--- src/hw/rtl/icp_pkg.sv ---
// Package with shared types, constants and color helpers for the icon pixel converter.
`timescale 1ns / 1ps

package icp_pkg;

    localparam int PALETTE_DEPTH_DEF = 256;
    localparam logic [31:0] SPREAD_MASK = 32'h07E0_F81F;
    localparam logic [7:0] ALPHA_OPAQUE = 8'hFF;
    localparam logic [7:0] ALPHA_CLEAR = 8'h00;

    typedef enum logic [1:0] {
        FMT_4BPP   = 2'd0,
        FMT_8BPP   = 2'd1,
        FMT_RGB24  = 2'd2,
        FMT_ARGB32 = 2'd3
    } t_fmt;

    typedef enum logic {
        OP_PAL_WRITE = 1'b0,
        OP_PIXEL     = 1'b1
    } t_op;

    typedef enum logic {
        CFG_FORMAT = 1'b0,
        CFG_BG     = 1'b1
    } t_cfg_idx;

    typedef struct packed {
        logic [15:0] pal;
        logic [15:0] px;
        logic [7:0]  alpha;
        logic        mask;
        logic        oob;
    } t_s1;

    typedef struct packed {
        logic [15:0] colour;
        logic        blend;
        logic [31:0] diff;
        logic [31:0] b2;
        logic [4:0]  w;
    } t_s2;

    function automatic logic [15:0] pack565(input logic [7:0] r, input logic [7:0] g,
                                            input logic [7:0] b);
        pack565 = {r[7:3], g[7:2], b[7:3]};
    endfunction

    function automatic logic [31:0] spread565(input logic [15:0] c);
        spread565 = {c, c} & SPREAD_MASK;
    endfunction

endpackage

--- src/hw/rtl/icp_ram.sv ---
// Generic single-write, single-read RAM with registered read data.
`timescale 1ns / 1ps

module icp_ram #(
    parameter int WIDTH = 16,
    parameter int DEPTH = 256
) (
    input  logic                     i_clk,
    input  logic                     i_we,
    input  logic [$clog2(DEPTH)-1:0] i_waddr,
    input  logic [WIDTH-1:0]         i_wdata,
    input  logic                     i_re,
    input  logic [$clog2(DEPTH)-1:0] i_raddr,
    output logic [WIDTH-1:0]         o_rdata
);

    logic [WIDTH-1:0] r_mem [DEPTH];
    logic [WIDTH-1:0] r_rdata;

    always_ff @(posedge i_clk) begin
        if (i_we) begin
            r_mem[i_waddr] <= i_wdata;
        end
        if (i_re) begin
            r_rdata <= r_mem[i_raddr];
        end
    end

    assign o_rdata = r_rdata;

endmodule

--- src/hw/rtl/icp_lookup.sv ---
// Input stage: palette writes, palette read and packing of the direct color.
`timescale 1ns / 1ps

module icp_lookup import icp_pkg::*; #(
    parameter int PALETTE_DEPTH = PALETTE_DEPTH_DEF
) (
    input  logic       i_clk,
    input  logic       i_rst_n,
    input  logic       i_valid,
    output logic       o_ready,
    input  t_op        i_op,
    input  logic [7:0] i_palette_index,
    input  logic [7:0] i_red,
    input  logic [7:0] i_green,
    input  logic [7:0] i_blue,
    input  logic [7:0] i_alpha,
    input  logic       i_mask_bit,
    input  t_fmt       i_format,
    output logic       o_valid,
    input  logic       i_ready,
    output t_s1        o_s1
);

    localparam int AW = $clog2(PALETTE_DEPTH);
    localparam logic [8:0] DEPTH_W = 9'(PALETTE_DEPTH);

    logic        w_accept;
    logic        w_oob;
    logic [7:0]  w_rd_idx;
    logic [15:0] w_pal;
    logic        r_valid, n_valid;
    logic [15:0] r_px;
    logic [7:0]  r_alpha;
    logic        r_mask;
    logic        r_oob;

    assign o_ready  = !r_valid || i_ready;
    assign w_accept = i_valid && o_ready;
    assign w_oob    = {1'b0, i_palette_index} >= DEPTH_W;
    assign w_rd_idx = (i_format == FMT_4BPP) ? {4'b0, i_palette_index[3:0]} : i_palette_index;

    icp_ram #(
        .WIDTH(16),
        .DEPTH(PALETTE_DEPTH)
    ) u_palette (
        .i_clk  (i_clk),
        .i_we   (w_accept && (i_op == OP_PAL_WRITE) && !w_oob),
        .i_waddr(i_palette_index[AW-1:0]),
        .i_wdata(pack565(i_red, i_green, i_blue)),
        .i_re   (w_accept && (i_op == OP_PIXEL)),
        .i_raddr(w_rd_idx[AW-1:0]),
        .o_rdata(w_pal)
    );

    always_comb begin
        n_valid = r_valid;
        if (o_ready) begin
            n_valid = w_accept && (i_op == OP_PIXEL);
        end
    end

    always_ff @(posedge i_clk) begin
        if (!i_rst_n) begin
            r_valid <= 1'b0;
        end else begin
            r_valid <= n_valid;
        end
    end

    always_ff @(posedge i_clk) begin
        if (w_accept && (i_op == OP_PIXEL)) begin
            r_px    <= pack565(i_red, i_green, i_blue);
            r_alpha <= i_alpha;
            r_mask  <= i_mask_bit;
            r_oob   <= w_oob;
        end
    end

    assign o_valid = r_valid;
    assign o_s1    = '{pal: w_pal, px: r_px, alpha: r_alpha, mask: r_mask, oob: r_oob};

endmodule

--- src/hw/rtl/icp_select.sv ---
// Format selection stage: picks the color and prepares the blend operands.
`timescale 1ns / 1ps

module icp_select import icp_pkg::*; (
    input  logic        i_clk,
    input  logic        i_rst_n,
    input  logic        i_valid,
    output logic        o_ready,
    input  t_s1         i_s1,
    input  t_fmt        i_format,
    input  logic [15:0] i_bg,
    output logic        o_valid,
    input  logic        i_ready,
    output t_s2         o_s2
);

    logic r_valid;
    t_s2  r_s2, n_s2;

    assign o_ready = !r_valid || i_ready;

    always_comb begin
        n_s2.blend  = 1'b0;
        n_s2.b2     = spread565(i_bg);
        n_s2.diff   = spread565(i_s1.px) - n_s2.b2;
        n_s2.w      = i_s1.alpha[7:3];
        case (i_format)
            FMT_4BPP:  n_s2.colour = i_s1.mask ? i_bg : i_s1.pal;
            FMT_8BPP:  n_s2.colour = i_s1.mask ? i_bg : (i_s1.oob ? 16'h0 : i_s1.pal);
            FMT_RGB24: n_s2.colour = i_s1.mask ? i_bg : i_s1.px;
            FMT_ARGB32: begin
                if (i_s1.alpha == ALPHA_OPAQUE) begin
                    n_s2.colour = i_s1.px;
                end else if (i_s1.alpha == ALPHA_CLEAR) begin
                    n_s2.colour = i_bg;
                end else begin
                    n_s2.colour = i_s1.px;
                    n_s2.blend  = 1'b1;
                end
            end
            default:   n_s2.colour = i_s1.px;
        endcase
    end

    always_ff @(posedge i_clk) begin
        if (!i_rst_n) begin
            r_valid <= 1'b0;
        end else if (o_ready) begin
            r_valid <= i_valid;
        end
    end

    always_ff @(posedge i_clk) begin
        if (o_ready && i_valid) begin
            r_s2 <= n_s2;
        end
    end

    assign o_valid = r_valid;
    assign o_s2    = r_s2;

endmodule

--- src/hw/rtl/icp_blend.sv ---
// Blend multiply stage and output register stage.
`timescale 1ns / 1ps

module icp_blend import icp_pkg::*; (
    input  logic        i_clk,
    input  logic        i_rst_n,
    input  logic        i_valid,
    output logic        o_ready,
    input  t_s2         i_s2,
    output logic        o_valid,
    input  logic        i_ready,
    output logic [15:0] o_pixel_565
);

    logic        r_valid3;
    logic [31:0] r_prod;
    logic [31:0] r_b2;
    logic [15:0] r_colour;
    logic        r_blend;
    logic        w_en_out;
    logic [31:0] w_mix;
    logic [15:0] n_pixel;
    logic        r_valid_out;
    logic [15:0] r_pixel;

    assign w_en_out = !r_valid_out || i_ready;
    assign o_ready  = !r_valid3 || w_en_out;

    always_ff @(posedge i_clk) begin
        if (!i_rst_n) begin
            r_valid3 <= 1'b0;
        end else if (o_ready) begin
            r_valid3 <= i_valid;
        end
    end

    always_ff @(posedge i_clk) begin
        if (o_ready && i_valid) begin
            r_prod   <= 32'(i_s2.diff * {27'b0, i_s2.w});
            r_b2     <= i_s2.b2;
            r_colour <= i_s2.colour;
            r_blend  <= i_s2.blend;
        end
    end

    assign w_mix   = ((r_prod >> 5) + r_b2) & SPREAD_MASK;
    assign n_pixel = r_blend ? (w_mix[31:16] | w_mix[15:0]) : r_colour;

    always_ff @(posedge i_clk) begin
        if (!i_rst_n) begin
            r_valid_out <= 1'b0;
        end else if (w_en_out) begin
            r_valid_out <= r_valid3;
        end
    end

    always_ff @(posedge i_clk) begin
        if (w_en_out && r_valid3) begin
            r_pixel <= n_pixel;
        end
    end

    assign o_valid     = r_valid_out;
    assign o_pixel_565 = r_pixel;

endmodule

--- src/hw/rtl/icon_pixel_to_rgb565.sv ---
// Top level of the icon pixel to RGB565 converter.
// The block takes one transaction per clock while the output accepts, palette writes and
// pixels alike, and every pixel transaction returns one RGB565 color; palette writes
// produce no output. Pixels pass a four-stage pipeline: palette read, format selection,
// blend multiply and output register, each of which holds its item under backpressure
// without loss. A palette write is visible to the next pixel transaction. Configuration
// is written through a plain write port; the user must do so only while the block is
// idle, as the block does not enforce it. The palette is undefined until written.
`timescale 1ns / 1ps

module icon_pixel_to_rgb565 import icp_pkg::*; #(
    parameter int PALETTE_DEPTH = PALETTE_DEPTH_DEF
) (
    input  logic        i_clk,
    input  logic        i_rst_n,
    input  logic        s_axis_tvalid,
    output logic        s_axis_tready,
    // palette_index[7:0], red[15:8], green[23:16], blue[31:24], alpha[39:32],
    // mask_bit[40], zero fill [47:41]
    input  logic [47:0] s_axis_tdata,
    // operation[0]
    input  logic        s_axis_tuser,
    output logic        m_axis_tvalid,
    input  logic        m_axis_tready,
    // pixel_565[15:0]
    output logic [15:0] m_axis_tdata,
    input  logic        i_cfg_we,
    input  logic        i_cfg_index,
    input  logic [15:0] i_cfg_data
);

    t_fmt        r_format;
    logic [15:0] r_bg;
    logic        w_v1, w_r1, w_v2, w_r2;
    t_s1         w_s1;
    t_s2         w_s2;

    always_ff @(posedge i_clk) begin
        if (!i_rst_n) begin
            r_format <= FMT_8BPP;
            r_bg     <= 16'h0;
        end else if (i_cfg_we) begin
            case (t_cfg_idx'(i_cfg_index))
                CFG_FORMAT: r_format <= t_fmt'(i_cfg_data[1:0]);
                CFG_BG:     r_bg     <= i_cfg_data;
                default:    r_bg     <= r_bg;
            endcase
        end
    end

    icp_lookup #(
        .PALETTE_DEPTH(PALETTE_DEPTH)
    ) u_lookup (
        .i_clk          (i_clk),
        .i_rst_n        (i_rst_n),
        .i_valid        (s_axis_tvalid),
        .o_ready        (s_axis_tready),
        .i_op           (t_op'(s_axis_tuser)),
        .i_palette_index(s_axis_tdata[7:0]),
        .i_red          (s_axis_tdata[15:8]),
        .i_green        (s_axis_tdata[23:16]),
        .i_blue         (s_axis_tdata[31:24]),
        .i_alpha        (s_axis_tdata[39:32]),
        .i_mask_bit     (s_axis_tdata[40]),
        .i_format       (r_format),
        .o_valid        (w_v1),
        .i_ready        (w_r1),
        .o_s1           (w_s1)
    );

    icp_select u_select (
        .i_clk   (i_clk),
        .i_rst_n (i_rst_n),
        .i_valid (w_v1),
        .o_ready (w_r1),
        .i_s1    (w_s1),
        .i_format(r_format),
        .i_bg    (r_bg),
        .o_valid (w_v2),
        .i_ready (w_r2),
        .o_s2    (w_s2)
    );

    icp_blend u_blend (
        .i_clk      (i_clk),
        .i_rst_n    (i_rst_n),
        .i_valid    (w_v2),
        .o_ready    (w_r2),
        .i_s2       (w_s2),
        .o_valid    (m_axis_tvalid),
        .i_ready    (m_axis_tready),
        .o_pixel_565(m_axis_tdata)
    );

endmodule

--- config.mk ---
export PLATFORM = sky130hd
export DESIGN_NAME = icon_pixel_to_rgb565
export DESIGN_NICKNAME = d
export VERILOG_FILES = /design/src/hw/rtl/icp_pkg.sv /design/src/hw/rtl/icp_ram.sv /design/src/hw/rtl/icp_lookup.sv /design/src/hw/rtl/icp_select.sv /design/src/hw/rtl/icp_blend.sv /design/src/hw/rtl/icon_pixel_to_rgb565.sv
export SDC_FILE = /design/constraint.sdc
export NUM_CORES = 2
export LEC_CHECK = 0
export BUFFER_PORTS_ARGS = -buffer_cell sky130_fd_sc_hd__buf_2
export CAP_MARGIN = 30
export CORE_UTILIZATION = 57
export CTS_CLUSTER_DIAMETER = 150
export DETAILED_ROUTE_END_ITERATION = 16
export PLACE_DENSITY = 0.79
export SYNTH_ARGS = -nofsm -noshare
export SYNTH_HDL_FRONTEND = slang
export SYNTH_HIERARCHICAL = 1
export SYNTH_SLANG_ARGS = --single-unit
--- constraint.sdc ---
create_clock -name i_clk -period 4.1 [get_ports i_clk]
set_input_delay 1.23 -clock i_clk [delete_from_list [all_inputs] [get_ports i_clk]]
set_output_delay 1.23 -clock i_clk [all_outputs]
set_load 0.03 [all_outputs]
== After elaboration in Yosys (flattened, before gate mapping) ==
Memories as Yosys holds them, arrays and structs flattened. A register that Yosys moved wholly into a read port is not among the register bits.
Index checks and enable logic that the tools add are counted.
Widths: inputs -> output; s select.

* Register bits after elaboration: 198
* Memory bits (writable): 4096
* Input port bits: 71
* Output and inout port bits: 18
* Logic and storage cells: 61
* Memories: 1

{| class="wikitable"
|+ Memories
! name !! depth !! bits a word !! rd ports !! clocked after Yosys merged registers in !! wr ports !! RTL line !! source
|-
| u_lookup.u_palette.r_mem || 256 || 16 || 1 || 1 || 1 || icp_ram.sv:17 || <nowiki>logic [WIDTH-1:0] r_mem [DEPTH];</nowiki>
|}

* Add/sub/neg operators: 2
* Multiply operators: 1
* Eq/ne operators: 4
* Mux-type cells: 10
* Bitwise logic cells: 4
* Reductions and logical operators: 20

{| class="wikitable"
|+ Operator list
! cell !! number
|-
| $mux 16 || 5
|-
| $pmux 16 s3 || 1
|-
| $mul 32x5->32 || 1
|-
| $sub 27x27->28 || 1
|-
| $add 27x27->27 || 1
|-
| $or 11x16->16 || 1
|-
| $eq 8x8->1 const B || 1
|-
| $logic_not 8->1 || 1
|-
| $mux 8 || 1
|-
| $logic_and 1x1->1 || 6
|-
| $eq 2x2->1 const B || 2
|-
| $logic_not 1->1 || 4
|-
| $logic_or 1x1->1 || 4
|-
| $reduce_and 2->1 || 2
|-
| $reduce_or 2->1 || 2
|-
| $mux 1 || 3
|-
| $not 1->1 || 3
|-
| $eq 2x1->1 const B || 1
|-
| $logic_not 2->1 || 1
|}

== Logic depth before layout (Yosys ltp) ==
* Depth in word-level cells: 9
* Depth in mapped cells: 17
* Mapped depth without buffers: 15

== By module ==
Netlist, hierarchy kept.

{| class="wikitable"
|+ Modules (own cells, without submodules)
! module !! times used !! cells an instance !! area an instance (µm²) !! sequential area each (µm²)
|-
| icp_ram || 1 || 7360 || 158874.9 || 123478.4
|-
| icp_blend || 1 || 844 || 8469.4 || 2652.5
|-
| icp_select || 1 || 372 || 4045.1 || 1941.9
|-
| icp_lookup || 1 || 39 || 858.3 || 770.7
|-
| icon_pixel_to_rgb565 || 1 || 83 || 765.7 || 360.3
|}

== Least setup slack after synthesis ==
No wires, ideal clock.

* Path type: reg-to-reg
* From: register u_select.r_s2, in the netlist u_select/o_s2[3]
* To: register u_blend.r_prod[24], data pin
* Library setup time: 258 ps
* Arrival: 4218 ps
* Required time: 3842 ps
* Slack: -375 ps
* Cell stages (with the launch flop): 17
* Buffers on the path: 2
* Clock period less this slack: 4475 ps
* Path through: edfxtp_1 clkbuf_1 clkbuf_1 and2_1 fa_1 fa_1 inv_1 fa_1 inv_1 ha_1 a21oi_1 o21ai_0 a221oi_1 o21ai_1 a221oi_2 o21ai_1 xnor2_1

* Longest elaborated chain between the ends: 1

{| class="wikitable"
|+ Ends and longest elaborated chain
! what !! RTL line !! source
|-
| start, declared || icp_select.sv:18 || <nowiki>t_s2 r_s2, n_s2;</nowiki>
|-
| start signal, assigned || icp_select.sv:55 || <nowiki>r_s2 <= n_s2;</nowiki>
|-
| $mul 32x5->32 || icp_blend.sv:39 || <nowiki>r_prod <= 32'(i_s2.diff * {27'b0, i_s2.w});</nowiki>
|-
| end signal, assigned || icp_blend.sv:39 ||
|-
| end, declared || icp_blend.sv:16 || <nowiki>logic [31:0] r_prod;</nowiki>
|}

Every way passes these cells.
A chain may end at the register's enable or synchronous reset.

== Final worst setup path ==
* From: register u_select.r_s2, in the netlist u_select/o_s2[4]
* To: register u_blend.r_prod[28], data pin

The elaborated chain is that of the path after synthesis.

==> metrics <==
status=complete, but fails checks; failing checks=negative setup slack; die extent in x=approximately 550 um; input/output buffers=73; Period minus WS final=~4.4 ns; DR WL/cell=between 30 and 40 um; Final Cell Area=201000 um^2; Layout area overhead=16.1%; Setup WS post-layout=-0.322 ns; switching power=between 20 and 25 mW; WP depth=15; unrepaired setup endpoints after global routing=yes; share of power burned in registers=0.527; Clock Sinks=4310; Slew Viols, Final=0; Clock Skew=0.0684 ns; Design Power=between 90 and 100 mW; Rows=around 200; worst setup path startpoint=u_select/o_s2[4]; First-pass DRT Iterations=6; highest clock rate=~230 MHz; CP endpoint kind=register; Logic pwr share=0.072; Req. time, crit path=around 4.8 ns; WS Path Type=reg -> reg; peak supply drop=between 400 and 500 uV; Netlist Area Pre-Place=~170000 um^2; Cell Area, Placed=~190000 um^2; worst-path maximum fanout=22; Via-to-Cell Ratio=between 6 and 7; CP Cell Sequence=buf_12 > buf_4 > and2_1 > fa_1 > fa_1 > inv_1 > fa_1 > inv_1 > ha_4 > nand4_1 > or2_4 > a2111oi_4 > and3b_2 > o21bai_1 > xor2_1; clk buf depth=4; Vert. Die Dim=between 500 and 600 um; worst path bufs/invs=4; GR Overflow Total=0; drt total wl=approximately 480000 um; worst path arrival time=approximately 5.1 ns; CTS tree=built; via count of the first global-routing pass=between 90000 and 100k; static leakage=around 66 nW; CP top delay family=adder cells; Pint=between 70 and 80 mW; first-pass GRT wire length=677000 um; final count of negative-setup-slack endpoints=18; period utilisation layout=1.08; CTS Buf Count=between 400 and 500; CP dominant cell by count=fa_1; r2r setup slk=-0.32 ns; H-tree levels=5; Die ar.=around 310000 um^2; final antenna-violating net count=0; number of max-cap violations=0; clock network power share=0.400; ratio of cells with drive above 1 in the final layout=0.270; slowest CP cell=fa_1; Worst Hold Launch=u_select/o_s2[28]; Core Footprint=roughly 300000 um^2; Synth Warn #=6; switching power share of the total=0.224; reg2reg path depth=15; Hold Path Depth=0; HPWL after DPL=283000 um; crit start category=register; clock latency on the worst-skew pair=about 0.98 ns; Rel. slew slack=0.227; largest net degree at the start of global routing=between 100 and 150; io pins=89; DR iter-0 viols=between 10000 and 15000; Vias=between 90000 and 100k; Clock transition at path regs=0.06 ns; final core utilization=0.668; initial antenna violation count=17; reg2reg start=u_select/o_s2[4]; final routed DRC violation total=0; routability cong.=0.943; Starting Density=0.575; dpl cells=13200; Tightest Pin Transition=approximately 1.2 ns; Syn Area/Cell=approximately 20 um^2; HP Class=reg -> reg; Setup TNS=-3.53 ns; Cells after Synth=8693; power per cell area=between 400 and 500 nW/um^2; NumNets Final=slightly below 10000; Largest stage delay, worst path=0.52 ns; clk root buf=clkbuf_16; Post-Layout Cell Count=around 14000; Final Hold Violating Endpoints=0; gr usage total=0.308
==> area by class of cell <==
type,instances,area [um^2]
Inverter,165,629
Clock inverter,244,2330
Tap cell,3958,4950
Clock buffer,496,10600
Timing Repair Buffer,1108,12300
Sequential cell,4310,129000
Fill cell,17900,100000
Multi-Input combinational cell,3706,40700
Antenna cell,9,22.5
==> flip-flops by register name (all words and copies together) (netlist names), 2 cells and up <==
signal / cells
u_lookup/u_palette/o_rdata: 16
r_bg: 16
u_blend/o_pixel_565: 16
u_blend/r_b2: 27
u_lookup/r_alpha: 8
u_lookup/r_px: 16
r_format: 2
u_blend/r_colour: 16
u_lookup/u_palette/r_mem: 4096
u_blend/r_prod: 27
u_select/o_s2: 64
==> layout by cell type (no fill, tap or decap), types with 26 or more instances in the layout <==
master and count:
clkinv_2 78, o21ai_0 63, a22o_1 32, nand2_1 149, nor2_1 348, clkbuf_1 83
a21oi_1 238, inv_1 160, a21o_1 26, nor3_1 97, a221oi_1 43, fa_1 84
o22ai_1 149, nand3_1 47, buf_2 53, mux2_2 102, mux4_2 797, buf_12 317
and2_1 102, xnor2_1 33, buf_4 712, clkinv_1 87, o221ai_1 254, clkbuf_16 413
mux2i_1 583, a22oi_1 59, edfxtp_1 4288, nand4_1 61, bufinv_16 31, ha_1 59
==> path summary, 6_finish.rpt <==
path	to
max	u_blend/r_prod[28]
min	u_blend/r_b2[23]
max reg2reg	u_blend/r_prod[28]
min reg2reg	u_blend/r_b2[23]
==> repair_timing <==
action | in CTS | in global routing
setup buffers | 8 | 6
gates resized for setup | 38 | 23
pin swaps | 19 | 13
hold buffers | 0 | 0
gates cloned | 2 | 0
endpoints found under the setup margin | 17 | 23
==> power groups by stage <==
stage | Combinational [mW] | Sequential, mW | Clock [mW]
after floorplan | 3.40 | 49.6 | 0
after global routing | 6.96 | 48.7 | 38.8
after global placement | 6.14 | 49.7 | 0
after detailed placement | 6.33 | 49.7 | 0
final | 6.70 | 48.7 | 37.0
after CTS | 6.52 | 48.7 | 37.3
==> stage by stage <==
stage                     worst slack [ns]  hold slack, ns
after detailed placement            -0.675           0.407
final                               -0.322           0.387
after floorplan                     -0.106           0.400
after global routing                -0.475           0.386
after CTS                           -0.298           0.371
after global placement              -0.659           0.404
==> routing by layer <==
layer / up-vias / share of wire / global-route usage
met5: - / 0.00027 / 0
met4: 20 / 0.055 / 0.146
met3: 1220 / 0.12 / 0.0665
met2: 7393 / 0.48 / 0.489
met1: 49200 / 0.35 / 0.411
li1: 37900 / - / -
Note: power is estimated with default switching activity, not from simulation.
